--- config.mk ---
export PLATFORM = sky130hd
export DESIGN_NAME = source_text_tokenizer
export DESIGN_NICKNAME = d
export VERILOG_FILES = /design/src/rtl/stc_pkg.sv /design/src/rtl/stc_lexer.sv /design/src/rtl/stc_out_fifo.sv /design/src/rtl/source_text_tokenizer.sv
export SDC_FILE = /design/constraint.sdc
export NUM_CORES = 1
export LEC_CHECK = 0
export BUFFER_PORTS_ARGS = -buffer_cell sky130_fd_sc_hd__buf_4
export CORE_AREA = 2 2 169 171
export DETAILED_ROUTE_END_ITERATION = 8
export DIE_AREA = 0 0 171 173
export GPL_TIMING_DRIVEN = 0
export PLACE_DENSITY = 0.71
export SLEW_MARGIN = 5
export SYNTH_ARGS = -nofsm -noshare
export SYNTH_HDL_FRONTEND = slang
export SYNTH_SLANG_ARGS = --single-unit
--- constraint.sdc ---
create_clock -name clk -period 4.75 [get_ports clk]
set_clock_uncertainty 0.05 [all_clocks]
set_input_delay 0.95 -clock clk [delete_from_list [all_inputs] [get_ports clk]]
set_output_delay 0.95 -clock clk [all_outputs]
set_load 0.01 [all_outputs]
--- src/rtl/stc_pkg.sv ---
// ----------------------------------------------------------------------------
// stc_pkg
// Shared types and constants for the source text tokenizer.
// ----------------------------------------------------------------------------
package stc_pkg;

    // Default widths of the internal offset and length counters
    localparam int OFFSET_BITS_DEF = 32;
    localparam int LENGTH_BITS_DEF = 16;

    // Fixed widths of the result word fields
    localparam int KIND_W   = 4;
    localparam int OUT_OFS_W = 32;
    localparam int OUT_LEN_W = 16;

    // Result queue
    localparam int Q_DEPTH = 4;
    localparam int Q_PTR_W = $clog2(Q_DEPTH);
    localparam int Q_CNT_W = Q_PTR_W + 1;

    // Token kinds
    localparam logic [KIND_W-1:0] K_EOF    = 4'd0;
    localparam logic [KIND_W-1:0] K_NUM    = 4'd1;
    localparam logic [KIND_W-1:0] K_IDENT  = 4'd2;
    localparam logic [KIND_W-1:0] K_FN     = 4'd3;
    localparam logic [KIND_W-1:0] K_LET    = 4'd4;
    localparam logic [KIND_W-1:0] K_RETURN = 4'd5;
    localparam logic [KIND_W-1:0] K_EQUAL  = 4'd6;
    localparam logic [KIND_W-1:0] K_ADD    = 4'd7;
    localparam logic [KIND_W-1:0] K_SEMI   = 4'd8;
    localparam logic [KIND_W-1:0] K_COMMA  = 4'd9;
    localparam logic [KIND_W-1:0] K_LPAREN = 4'd10;
    localparam logic [KIND_W-1:0] K_RPAREN = 4'd11;
    localparam logic [KIND_W-1:0] K_LBRACE = 4'd12;
    localparam logic [KIND_W-1:0] K_RBRACE = 4'd13;

    typedef struct packed {
        logic [KIND_W-1:0]    kind;
        logic [OUT_OFS_W-1:0] start;
        logic [OUT_LEN_W-1:0] tlen;
        logic                 last;
    } token_t;

    // Tokens produced by one accepted byte
    typedef struct packed {
        logic [1:0] n;
        token_t     t0;
        token_t     t1;
    } push_t;

endpackage

--- src/rtl/stc_lexer.sv ---
// ----------------------------------------------------------------------------
// stc_lexer
// Scanner state and per-byte token logic: up to two tokens per byte.
// ----------------------------------------------------------------------------
module stc_lexer #(
    parameter int OFFSET_BITS = stc_pkg::OFFSET_BITS_DEF,
    parameter int LENGTH_BITS = stc_pkg::LENGTH_BITS_DEF
) (
    input  logic                clk,
    input  logic                rst_n,
    input  logic                step,
    input  logic [7:0]          ch,
    output stc_pkg::push_t      push
);

    typedef enum logic [2:0] {
        MODE_IDLE  = 3'b001,
        MODE_NUM   = 3'b010,
        MODE_IDENT = 3'b100
    } mode_t;

    typedef enum logic [1:0] {
        KW_NONE   = 2'd0,
        KW_FN     = 2'd1,
        KW_LET    = 2'd2,
        KW_RETURN = 2'd3
    } kw_t;

    localparam logic [LENGTH_BITS-1:0] LEN_MAX = '1;
    localparam logic [LENGTH_BITS-1:0] LEN_ONE = LENGTH_BITS'(1);

    function automatic logic is_digit(input logic [7:0] c);
        return (c >= 8'h30) && (c <= 8'h39);
    endfunction

    function automatic logic is_space(input logic [7:0] c);
        return ((c >= 8'h09) && (c <= 8'h0D)) || (c == 8'h20);
    endfunction

    function automatic logic is_alpha(input logic [7:0] c);
        return ((c >= 8'h41) && (c <= 8'h5A)) || ((c >= 8'h61) && (c <= 8'h7A));
    endfunction

    function automatic logic is_punct(input logic [7:0] c);
        return (c >= 8'h21) && (c <= 8'h7E) && !is_digit(c) && !is_alpha(c);
    endfunction

    function automatic logic [stc_pkg::KIND_W-1:0] single_kind(input logic [7:0] c);
        logic [stc_pkg::KIND_W-1:0] k;
        case (c)
            8'h3D:   k = stc_pkg::K_EQUAL;
            8'h2B:   k = stc_pkg::K_ADD;
            8'h3B:   k = stc_pkg::K_SEMI;
            8'h2C:   k = stc_pkg::K_COMMA;
            8'h28:   k = stc_pkg::K_LPAREN;
            8'h29:   k = stc_pkg::K_RPAREN;
            8'h7B:   k = stc_pkg::K_LBRACE;
            8'h7D:   k = stc_pkg::K_RBRACE;
            default: k = stc_pkg::K_EOF;
        endcase
        return k;
    endfunction

    function automatic logic [2:0] kw_len(input kw_t k);
        logic [2:0] l;
        case (k)
            KW_FN:     l = 3'd2;
            KW_LET:    l = 3'd3;
            KW_RETURN: l = 3'd6;
            default:   l = 3'd0;
        endcase
        return l;
    endfunction

    // Expected byte at position idx; the first byte is matched on opening
    function automatic logic [7:0] kw_char(input kw_t k, input logic [2:0] idx);
        logic [7:0] c;
        c = 8'h00;
        case (k)
            KW_FN:
                if (idx == 3'd1) c = "n";
            KW_LET:
                case (idx)
                    3'd1:    c = "e";
                    3'd2:    c = "t";
                    default: c = 8'h00;
                endcase
            KW_RETURN:
                case (idx)
                    3'd1:    c = "e";
                    3'd2:    c = "t";
                    3'd3:    c = "u";
                    3'd4:    c = "r";
                    3'd5:    c = "n";
                    default: c = 8'h00;
                endcase
            default: c = 8'h00;
        endcase
        return c;
    endfunction

    mode_t                  mode_reg,   mode_next;
    logic [OFFSET_BITS-1:0] start_reg,  start_next;
    logic [LENGTH_BITS-1:0] tlen_reg,   tlen_next;
    logic [OFFSET_BITS-1:0] offset_reg, offset_next;
    kw_t                    cand_reg,   cand_next;
    logic                   match_reg,  match_next;

    logic                   open_tok;
    logic                   cont;
    logic                   close_tok;
    logic                   own_tok;
    logic [stc_pkg::KIND_W-1:0] close_kind;
    logic [stc_pkg::KIND_W-1:0] own_kind;
    logic [stc_pkg::KIND_W-1:0] sk;
    logic [OFFSET_BITS-1:0] own_start;
    logic [OFFSET_BITS-1:0] offset_inc;
    logic                   len_short;
    stc_pkg::token_t        close_word;
    stc_pkg::token_t        own_word;

    assign offset_inc = offset_reg + OFFSET_BITS'(1);
    assign sk         = single_kind(ch);
    assign open_tok   = (mode_reg == MODE_NUM) || (mode_reg == MODE_IDENT);
    assign len_short  = tlen_reg < LENGTH_BITS'(kw_len(cand_reg));

    always_comb
    begin
        case (mode_reg)
            MODE_NUM:   cont = is_digit(ch);
            MODE_IDENT: cont = (ch != 8'h00) && !is_space(ch) && !is_punct(ch);
            default:    cont = 1'b0;
        endcase
    end

    always_comb
    begin
        if ((mode_reg == MODE_IDENT) && match_reg && (cand_reg != KW_NONE)
            && (tlen_reg == LENGTH_BITS'(kw_len(cand_reg))))
            close_kind = stc_pkg::K_FN + stc_pkg::KIND_W'(cand_reg) - stc_pkg::KIND_W'(1);
        else if (mode_reg == MODE_IDENT)
            close_kind = stc_pkg::K_IDENT;
        else
            close_kind = stc_pkg::K_NUM;
    end

    always_comb
    begin
        mode_next   = mode_reg;
        start_next  = start_reg;
        tlen_next   = tlen_reg;
        offset_next = offset_reg;
        cand_next   = cand_reg;
        match_next  = match_reg;
        close_tok   = 1'b0;
        own_tok     = 1'b0;
        own_kind    = stc_pkg::K_EOF;
        own_start   = offset_reg;

        if (open_tok && cont)
        begin
            // Extend the open token
            if (match_reg && (!len_short || (kw_char(cand_reg, tlen_reg[2:0]) != ch)))
                match_next = 1'b0;
            if (tlen_reg != LEN_MAX)
                tlen_next = tlen_reg + LEN_ONE;
            offset_next = offset_inc;
        end
        else
        begin
            close_tok  = open_tok;
            mode_next  = MODE_IDLE;
            cand_next  = KW_NONE;
            match_next = 1'b0;

            if (ch == 8'h00)
            begin
                own_tok     = 1'b1;
                own_kind    = stc_pkg::K_EOF;
                offset_next = '0;
            end
            else if ((ch == 8'h20) || (ch == 8'h0D) || (ch == 8'h09) || (ch == 8'h0A))
            begin
                offset_next = offset_inc;
            end
            else if (sk != stc_pkg::K_EOF)
            begin
                own_tok     = 1'b1;
                own_kind    = sk;
                offset_next = offset_inc;
            end
            else if (is_digit(ch))
            begin
                mode_next   = MODE_NUM;
                start_next  = offset_reg;
                tlen_next   = LEN_ONE;
                offset_next = offset_inc;
            end
            else
            begin
                mode_next   = MODE_IDENT;
                start_next  = offset_reg;
                tlen_next   = LEN_ONE;
                offset_next = offset_inc;
                case (ch)
                    "f":     cand_next = KW_FN;
                    "l":     cand_next = KW_LET;
                    "r":     cand_next = KW_RETURN;
                    default: cand_next = KW_NONE;
                endcase
                match_next  = (cand_next != KW_NONE);
            end
        end
    end

    always_comb
    begin
        close_word.kind  = close_kind;
        close_word.start = stc_pkg::OUT_OFS_W'(start_reg);
        close_word.tlen  = stc_pkg::OUT_LEN_W'(tlen_reg);
        close_word.last  = !own_tok;
        own_word.kind    = own_kind;
        own_word.start   = stc_pkg::OUT_OFS_W'(own_start);
        own_word.tlen    = stc_pkg::OUT_LEN_W'(1);
        own_word.last    = 1'b1;

        push.n  = step ? (2'(close_tok) + 2'(own_tok)) : 2'd0;
        push.t0 = close_tok ? close_word : own_word;
        push.t1 = own_word;
    end

    always_ff @(posedge clk or negedge rst_n)
    begin
        if (!rst_n)
        begin
            mode_reg   <= MODE_IDLE;
            start_reg  <= '0;
            tlen_reg   <= '0;
            offset_reg <= '0;
            cand_reg   <= KW_NONE;
            match_reg  <= 1'b0;
        end
        else if (step)
        begin
            mode_reg   <= mode_next;
            start_reg  <= start_next;
            tlen_reg   <= tlen_next;
            offset_reg <= offset_next;
            cand_reg   <= cand_next;
            match_reg  <= match_next;
        end
    end

    a_eof_restarts: assert property (@(posedge clk) disable iff (!rst_n)
        (step && (ch == 8'h00)) |=> ((mode_reg == MODE_IDLE) && (offset_reg == '0)))
        else $error("end of text did not restart the scanner");

    a_match_needs_ident: assert property (@(posedge clk) disable iff (!rst_n)
        match_reg |-> ((mode_reg == MODE_IDENT) && (cand_reg != KW_NONE)))
        else $error("keyword match held outside an identifier");

    a_pair_order: assert property (@(posedge clk) disable iff (!rst_n)
        (push.n == 2'd2) |-> (!push.t0.last && push.t1.last))
        else $error("two tokens pushed with wrong last marks");

endmodule

--- src/rtl/stc_out_fifo.sv ---
// ----------------------------------------------------------------------------
// stc_out_fifo
// Small result queue: takes up to two words per cycle; pops one on out_ready.
// ----------------------------------------------------------------------------
module stc_out_fifo (
    input  logic                  clk,
    input  logic                  rst_n,
    input  stc_pkg::push_t        push,
    output logic                  room,
    output logic                  out_valid,
    input  logic                  out_ready,
    output stc_pkg::token_t       head
);

    stc_pkg::token_t             mem [stc_pkg::Q_DEPTH];
    logic [stc_pkg::Q_PTR_W-1:0] wr_ptr_reg, wr_ptr_next;
    logic [stc_pkg::Q_PTR_W-1:0] rd_ptr_reg, rd_ptr_next;
    logic [stc_pkg::Q_CNT_W-1:0] count_reg,  count_next;
    logic [stc_pkg::Q_PTR_W-1:0] wr_ptr_inc;
    logic                        pop;

    assign out_valid   = (count_reg != '0);
    assign pop         = out_valid && out_ready;
    assign head        = mem[rd_ptr_reg];
    // Keep space for the worst case of two words from the next byte
    assign room        = count_reg <= stc_pkg::Q_CNT_W'(stc_pkg::Q_DEPTH - 2);
    assign wr_ptr_inc  = wr_ptr_reg + stc_pkg::Q_PTR_W'(1);
    assign wr_ptr_next = wr_ptr_reg + stc_pkg::Q_PTR_W'(push.n);
    assign rd_ptr_next = rd_ptr_reg + stc_pkg::Q_PTR_W'(pop);
    assign count_next  = count_reg + stc_pkg::Q_CNT_W'(push.n) - stc_pkg::Q_CNT_W'(pop);

    always_ff @(posedge clk)
    begin
        if (push.n != 2'd0)
            mem[wr_ptr_reg] <= push.t0;
        if (push.n == 2'd2)
            mem[wr_ptr_inc] <= push.t1;
    end

    always_ff @(posedge clk or negedge rst_n)
    begin
        if (!rst_n)
        begin
            wr_ptr_reg <= '0;
            rd_ptr_reg <= '0;
            count_reg  <= '0;
        end
        else
        begin
            wr_ptr_reg <= wr_ptr_next;
            rd_ptr_reg <= rd_ptr_next;
            count_reg  <= count_next;
        end
    end

    a_no_overflow: assert property (@(posedge clk) disable iff (!rst_n)
        (push.n != 2'd0) |-> (count_reg <= stc_pkg::Q_CNT_W'(stc_pkg::Q_DEPTH - 2)))
        else $error("word pushed into a full result queue");

    a_count_bound: assert property (@(posedge clk) disable iff (!rst_n)
        count_reg <= stc_pkg::Q_CNT_W'(stc_pkg::Q_DEPTH))
        else $error("result queue count out of range");

    a_pop_only: assert property (@(posedge clk) disable iff (!rst_n)
        (pop && (push.n == 2'd0)) |=> (count_reg == $past(count_reg) - stc_pkg::Q_CNT_W'(1)))
        else $error("queue count wrong after a lone pop");

endmodule

--- src/rtl/source_text_tokenizer.sv ---
// ----------------------------------------------------------------------------
// source_text_tokenizer
// Streaming tokenizer: one text byte in, tokens (kind, offset, length) out.
// ----------------------------------------------------------------------------
//  channel | signals                                     | handshake
//  --------+---------------------------------------------+--------------------
//  input   | ch                                          | in_valid/in_ready
//  output  | kind, start_offset, token_len, last_of_run  | out_valid/out_ready
//
//  One byte is taken per cycle while in_ready is high; the scanner state
//  updates and its tokens enter the result queue at the accepting edge.
//  A byte yields zero, one or two tokens; the output gives one per cycle while
//  out_ready is high. in_ready falls while the four-word queue holds more
//  than two words. Reset leaves the scanner idle at offset zero, queue empty.
// ----------------------------------------------------------------------------
module source_text_tokenizer #(
    parameter int OFFSET_BITS = stc_pkg::OFFSET_BITS_DEF,
    parameter int LENGTH_BITS = stc_pkg::LENGTH_BITS_DEF
) (
    input  logic                            clk,
    input  logic                            rst_n,
    input  logic                            in_valid,
    output logic                            in_ready,
    input  logic [7:0]                      ch,
    output logic                            out_valid,
    input  logic                            out_ready,
    output logic [stc_pkg::KIND_W-1:0]      kind,
    output logic [stc_pkg::OUT_OFS_W-1:0]   start_offset,
    output logic [stc_pkg::OUT_LEN_W-1:0]   token_len,
    output logic                            last_of_run
);

    stc_pkg::push_t  push;
    stc_pkg::token_t head;
    logic            step;

    assign step = in_valid && in_ready;

    stc_lexer #(
        .OFFSET_BITS (OFFSET_BITS),
        .LENGTH_BITS (LENGTH_BITS)
    ) u_lexer (
        .clk   (clk),
        .rst_n (rst_n),
        .step  (step),
        .ch    (ch),
        .push  (push)
    );

    stc_out_fifo u_out_fifo (
        .clk       (clk),
        .rst_n     (rst_n),
        .push      (push),
        .room      (in_ready),
        .out_valid (out_valid),
        .out_ready (out_ready),
        .head      (head)
    );

    assign kind         = head.kind;
    assign start_offset = head.start;
    assign token_len    = head.tlen;
    assign last_of_run  = head.last;

endmodule

; Word level (Yosys, flattened, before mapping)
; Memories as Yosys holds them, arrays and structs flattened.
; Index checks and enable logic that the tools add are counted.
[word_totals]
reg_bits = 93
ramBits = 212
input_bits = 12
out_inout_bits = 55
word_cells = 162
n_memories = 1
[classes]
addsub = 10
n_lt_le_gt_ge = 12
n_eq_ne = 34
muxes = 52
bitwise_logic = 4
reduce_logical = 40
[mem_list]
columns = name, depth, word_bits, rd, rd_clocked_by_memory_dff, write_ports, line
row1 = u_out_fifo.mem, 4, 53, 1, 0, 2, stc_out_fifo.sv:15  ; stc_pkg::token_t mem [stc_pkg::Q_DEPTH];
[op_table]
columns = op, count
row1 = two-way mux 16 bit, 5
row2 = two-way mux 32 bit, 2
row3 = "equality test 8 x 6 -> 1 bit, second input constant", 7
row4 = two-way mux 53 bit, 1
row5 = "equality test 8 x 7 -> 1 bit, second input constant", 5
row6 = one-hot mux 7 bit (5 select lines), 1
row7 = "adder 32 x 1 -> 32 bit, second input constant", 1
row8 = one-hot mux 4 bit (8 select lines), 1
row9 = "equality test 8 x 4 -> 1 bit, second input constant", 3
row10 = "less-or-equal comparator 8 x 7 -> 1 bit, second input constant", 3
row11 = one-hot mux 8 bit (3 select lines), 1
row12 = two-way mux 2 bit, 11
row13 = two-way mux 4 bit, 5
row14 = "adder 16 x 1 -> 16 bit, second input constant", 1
row15 = equality test 16 x 3 -> 1 bit, 1
row16 = "greater-or-equal comparator 8 x 6 -> 1 bit, second input constant", 2
row17 = "greater-or-equal comparator 8 x 7 -> 1 bit, second input constant", 2
row18 = logical AND 1 bit, 16
row19 = < comparator 16 x 3 -> 1 bit, 1
row20 = "inequality test 16 bit, second input constant", 1
row21 = two-way mux 1 bit, 15
row22 = one-hot mux 7 bit (2 select lines), 1
row23 = two-way mux 3 bit, 4
row24 = AND reduction 5 bit, 2
row25 = 34 further kinds, 60

; Longest topological paths before layout
[logic_depth]
ltp_word = 16
mapped_depth = 15
depth_no_buf = 11

; Cells and area by module
; Synthesis repeated with hierarchy kept, for this count alone.
[hier_totals]
cells_unflattened = 1163
area_unflattened_um2 = 16403.2
[modules_own_cells]
columns = mod, instances, cells_each, area_per_inst_um2, seq_area_each_um2
row1 = stc_out_fifo, 1, 553, 10608.9, 6541.3
row2 = stc_lexer, 1, 609, 5788.1, 2153.3
row3 = source_text_tokenizer, 1, 1, 6.3, 0.0

; Least setup slack after synthesis
; Ideal clock, no wire load.
[synth_path]
path_type = input -> register
start = input ch[3]
end = memory u_out_fifo.mem[0][17] in the netlist's numbering (enable)
setup_ps = 392
arrival_ps = 4340
required_ps = 4308
slack_ps = -32
path_stages = 12
n_path_buf = 3
cell_sequence = nor4_1 > a211oi_1 > a311o_2 > and4_4 > buf_6 > buf_2 > ha_1 > clkbuf_1 > o21ai_1 > nor3_1 > nor2_1 > inv_1
[synth_rtl]
columns = element, line
row1 = "start, declared", source_text_tokenizer.sv:24  ; input logic [7:0] ch,
row2 = "end, declared", stc_out_fifo.sv:15

==> results.md <==
* Hold Crit Class: in -> async
* Final net count at 1305
* Global route overflow at 0
* GR Util met1 at 35.20%
* Reg-to-reg startpoint: u_lexer.mode_reg[1]
* Cells on worst reg2reg path at 14
* Initial antenna violation count at 0
* Design Area, Final at 0.01698 sq mm
* Post-Syn Nets at between 1000 and 1500
* WL final at 37930 um
* Vias post-DR at roughly 11000
* IO Pins at 67
* Clock transition at path regs at around 60 ps
* Crit path capture: u_out_fifo.mem[1][47]
* Row count at a little over 60
* Worst-case clock buffer depth at 3
* PD cells at ~450 mW/mm^2
* Main flop type after synthesis: edfxtp_1
* # DRC at 0
* Unrepaired setup endpoints after global routing: false
* Max reg flops at ~210
* Total power at 7.602 mW
* Most frequent cells in the layout: 189 x a22o_1, 144 x edfxtp_1, 92 x dfrtp_1
* Max rail drop VDD at 0.0002490 V
* Pre-antenna DRT Iters at 6
* Worst slew pin tran at about 900 ps
* Synthesis Warnings at 0
* Gate Count Post-Synth at approximately 1200
* DRT iter0 DRCs at 1079
* Status: complete, no violations
* Starting density of the core at between 50 and 60%
* Crit Path Max Fanout at 20
* Synth top area cells: edfxtp_1 29%, dfrtp_1 16%, a22o_1 11%
* Pins Over Slew Limit at 0
* Commonest non-fill, non-tap cell in the layout: a22o_1
* Post-detail-place hpwl at 24780 um
* First-pass GRT wire length at approximately 60000 um
* Worst R2R End: u_out_fifo.mem[1][9]
* Fin crit period at approximately 4500 ps
* Total of max-cap violations at 0
* Num CTS Buffers at 35
* Placer Congestion at a little over 0.9
* Die width at between 150 and 200 um
* Fin crit share at roughly 95%
* Top cell type's share of synthesized area at between 20 and 30%
* IO buf count at 65
* Worst Path Class, Setup: in -> reg
* Met2 GRT Util at approximately 44%
* Worst Path Required at ~4900 ps
* Static Leak at between 6 and 7 nW
* Worst Path Arrival at 4670 ps
* R2R setup slack at 420 ps
* Number of failing hold endpoints at the final stage at 0
* Setup Viol. Count Final at 0
* Wire per inst at between 20 and 25 um
* Clock sink total at roughly 300
* Final Util at 61.45%
* Final Worst Setup Slack at 233.4 ps
* Layout cell share with drive strength beyond 1 at a little over a fifth
* Global route hottest layer: met2
* Core ar. at between 0.02 and 0.03 sq mm
* Library cells used by synthesis at 82
* Slew headroom at about 40%
* Synthesized area at about 0.015 sq mm
* Place WS at -1399 ps
* H-tree levels at 2
* CTS root buffer: clkbuf_16
* Peak Freq at ~0.22 GHz
* CTS tree: done
* Overall global routing resource usage at 26.14%
* Vias in the first global route at roughly 11000
* Crit path launch: ch[3]
* Grt met3 use at between 3 and 4%
* Fillcell total at between 2000 and 2500
* #FFs+latches synth at 305
* Largest net degree at the start of global routing at 94
* Via density at between 6 and 7
* Placed Instance Area at between 0.015 and 0.02 sq mm
* Fraction of registers with async set/reset at between 30 and 40%
* Yosys top cell by area: edfxtp_1
* Post-synthesis sequential area ratio at between 50% and 60%
* CTS Hold Buffers Added at 0
* Die H at ~170 um
* Startpoint Class: input port
* Clock Latency Late Sink at 520 ps
* Count of flip-flops with a built-in enable after synthesis at 144
* Syn avg cell area at between 10 and 15 sq um
* Post-DRT Antenna Nets at 0
* Area grow syn2layout at 14.80%
* CP Capture Type: flop
* Antenna Cells at 0
* Die ar. at between 0.02 and 0.03 sq mm
==> critical path, stage by stage <==
cell and delay, ps:
buf_4 130, or4_4 560, o221ai_2 200, a311o_2 290
and4_4 240, buf_6 160, buf_2 230, ha_1 220
nand2_1 120, clkbuf_1 270, nor4_1 470, nor2_2 240
inv_4 320, buf_12 230
==> synth_stat cells (all sizes together), types with 23 or more instances <==
| master | count |
|---|---|
| dfxtp | 68 |
| a22o | 189 |
| o21ai | 41 |
| clkbuf | 58 |
| nand2 | 53 |
| a21oi | 34 |
| dfrtp | 92 |
| mux4 | 53 |
| inv | 25 |
| nor2 | 44 |
| mux2 | 33 |
| buf | 55 |
| edfxtp | 144 |
| nand3 | 25 |
| ha | 23 |
| or3 | 26 |
==> cells by family (layout without fill, tap and decap cells) <==
family                     count (synthesis)  in the layout  share of synthesized area, %
DFF                                      305            305                         54.19
buffers and inverters                    139            272                         4.585
xor gates and xnor gates                  28             28                         1.658
muxes                                     90             90                         10.85
adders and majority gates                 24             24                         2.081
AOI/OAI and AO/OA                        325            325                         17.43
and+or+nand+nor                          250            250                         9.205
==> per-stage QoR <==
| stage | std cells | hold WS (ps) | setup TNS (ps) |
|---|---|---|---|
| 2_1_floorplan | 1161 | 381.0 | 0 |
| 3_3_place_gp | 1604 | 389.0 | -298260 |
| 3_5_place_dp | 1607 | 399.0 | -220630 |
| 4_1_cts | 1673 | 411.3 | 0 |
| 5_1_grt | 1672 | 166.5 | 0 |
| 6_report | 1672 | 179.0 | 0 |
==> what timing repair did <==
action / CTS / global route
gates cloned: 1 / 0
endpoints found under the hold margin: 0 / 0
resized for setup: 9 / 9
setup buffers: 3 / 0
setup endpoints to repair: 198 / 164
==> how the worst min path moves through the flow <==
| stage | to | slack [ps] | cells past startpoint |
|---|---|---|---|
| 6_report | u_lexer.start_reg[28] | 180 | 1 |
| 5_1_grt | u_lexer.start_reg[28] | 170 | 1 |
| 4_1_cts | u_out_fifo.mem[3][0] | 410 | 1 |
| 3_5_place_dp | u_out_fifo.mem[3][0] | 400 | 1 |
| 3_3_place_gp | u_out_fifo.mem[1][0] | 390 | 1 |
| 2_1_floorplan | u_out_fifo.mem[1][0] | 380 | 1 |
==> layout make-up <==
cell class,instances,area (sq um),area share [%]
Clock inverter,11,60.06,0.3537
Tap cell,378,473.0,2.786
Timing Repair Buffer,72,614.3,3.619
Sequential cell,305,8014,47.20
Inverter,26,106.4,0.6264
Clock buffer,51,975.9,5.748
Multi-Input combinational cell,717,6147,36.21
Buffer,111,579.3,3.412
Timing Repair inverter,1,7.507,0.04422
==> metal layers <==
layer | vias up | share of wire, %
met3 | 60 | 7.2
met5 | - | 0
li1 | 4748 | -
met4 | 0 | 2.3
met2 | 420 | 50
met1 | 5332 | 41
==> power by group <==
part           internal, mW  switching [mW]  leakage, nW  total [mW]
logic                 0.921            1.14         2.89        2.07
clock network          1.43            1.04        0.503        2.47
registers              2.92           0.145         3.27        3.07
(Power assumes the default switching activity.)
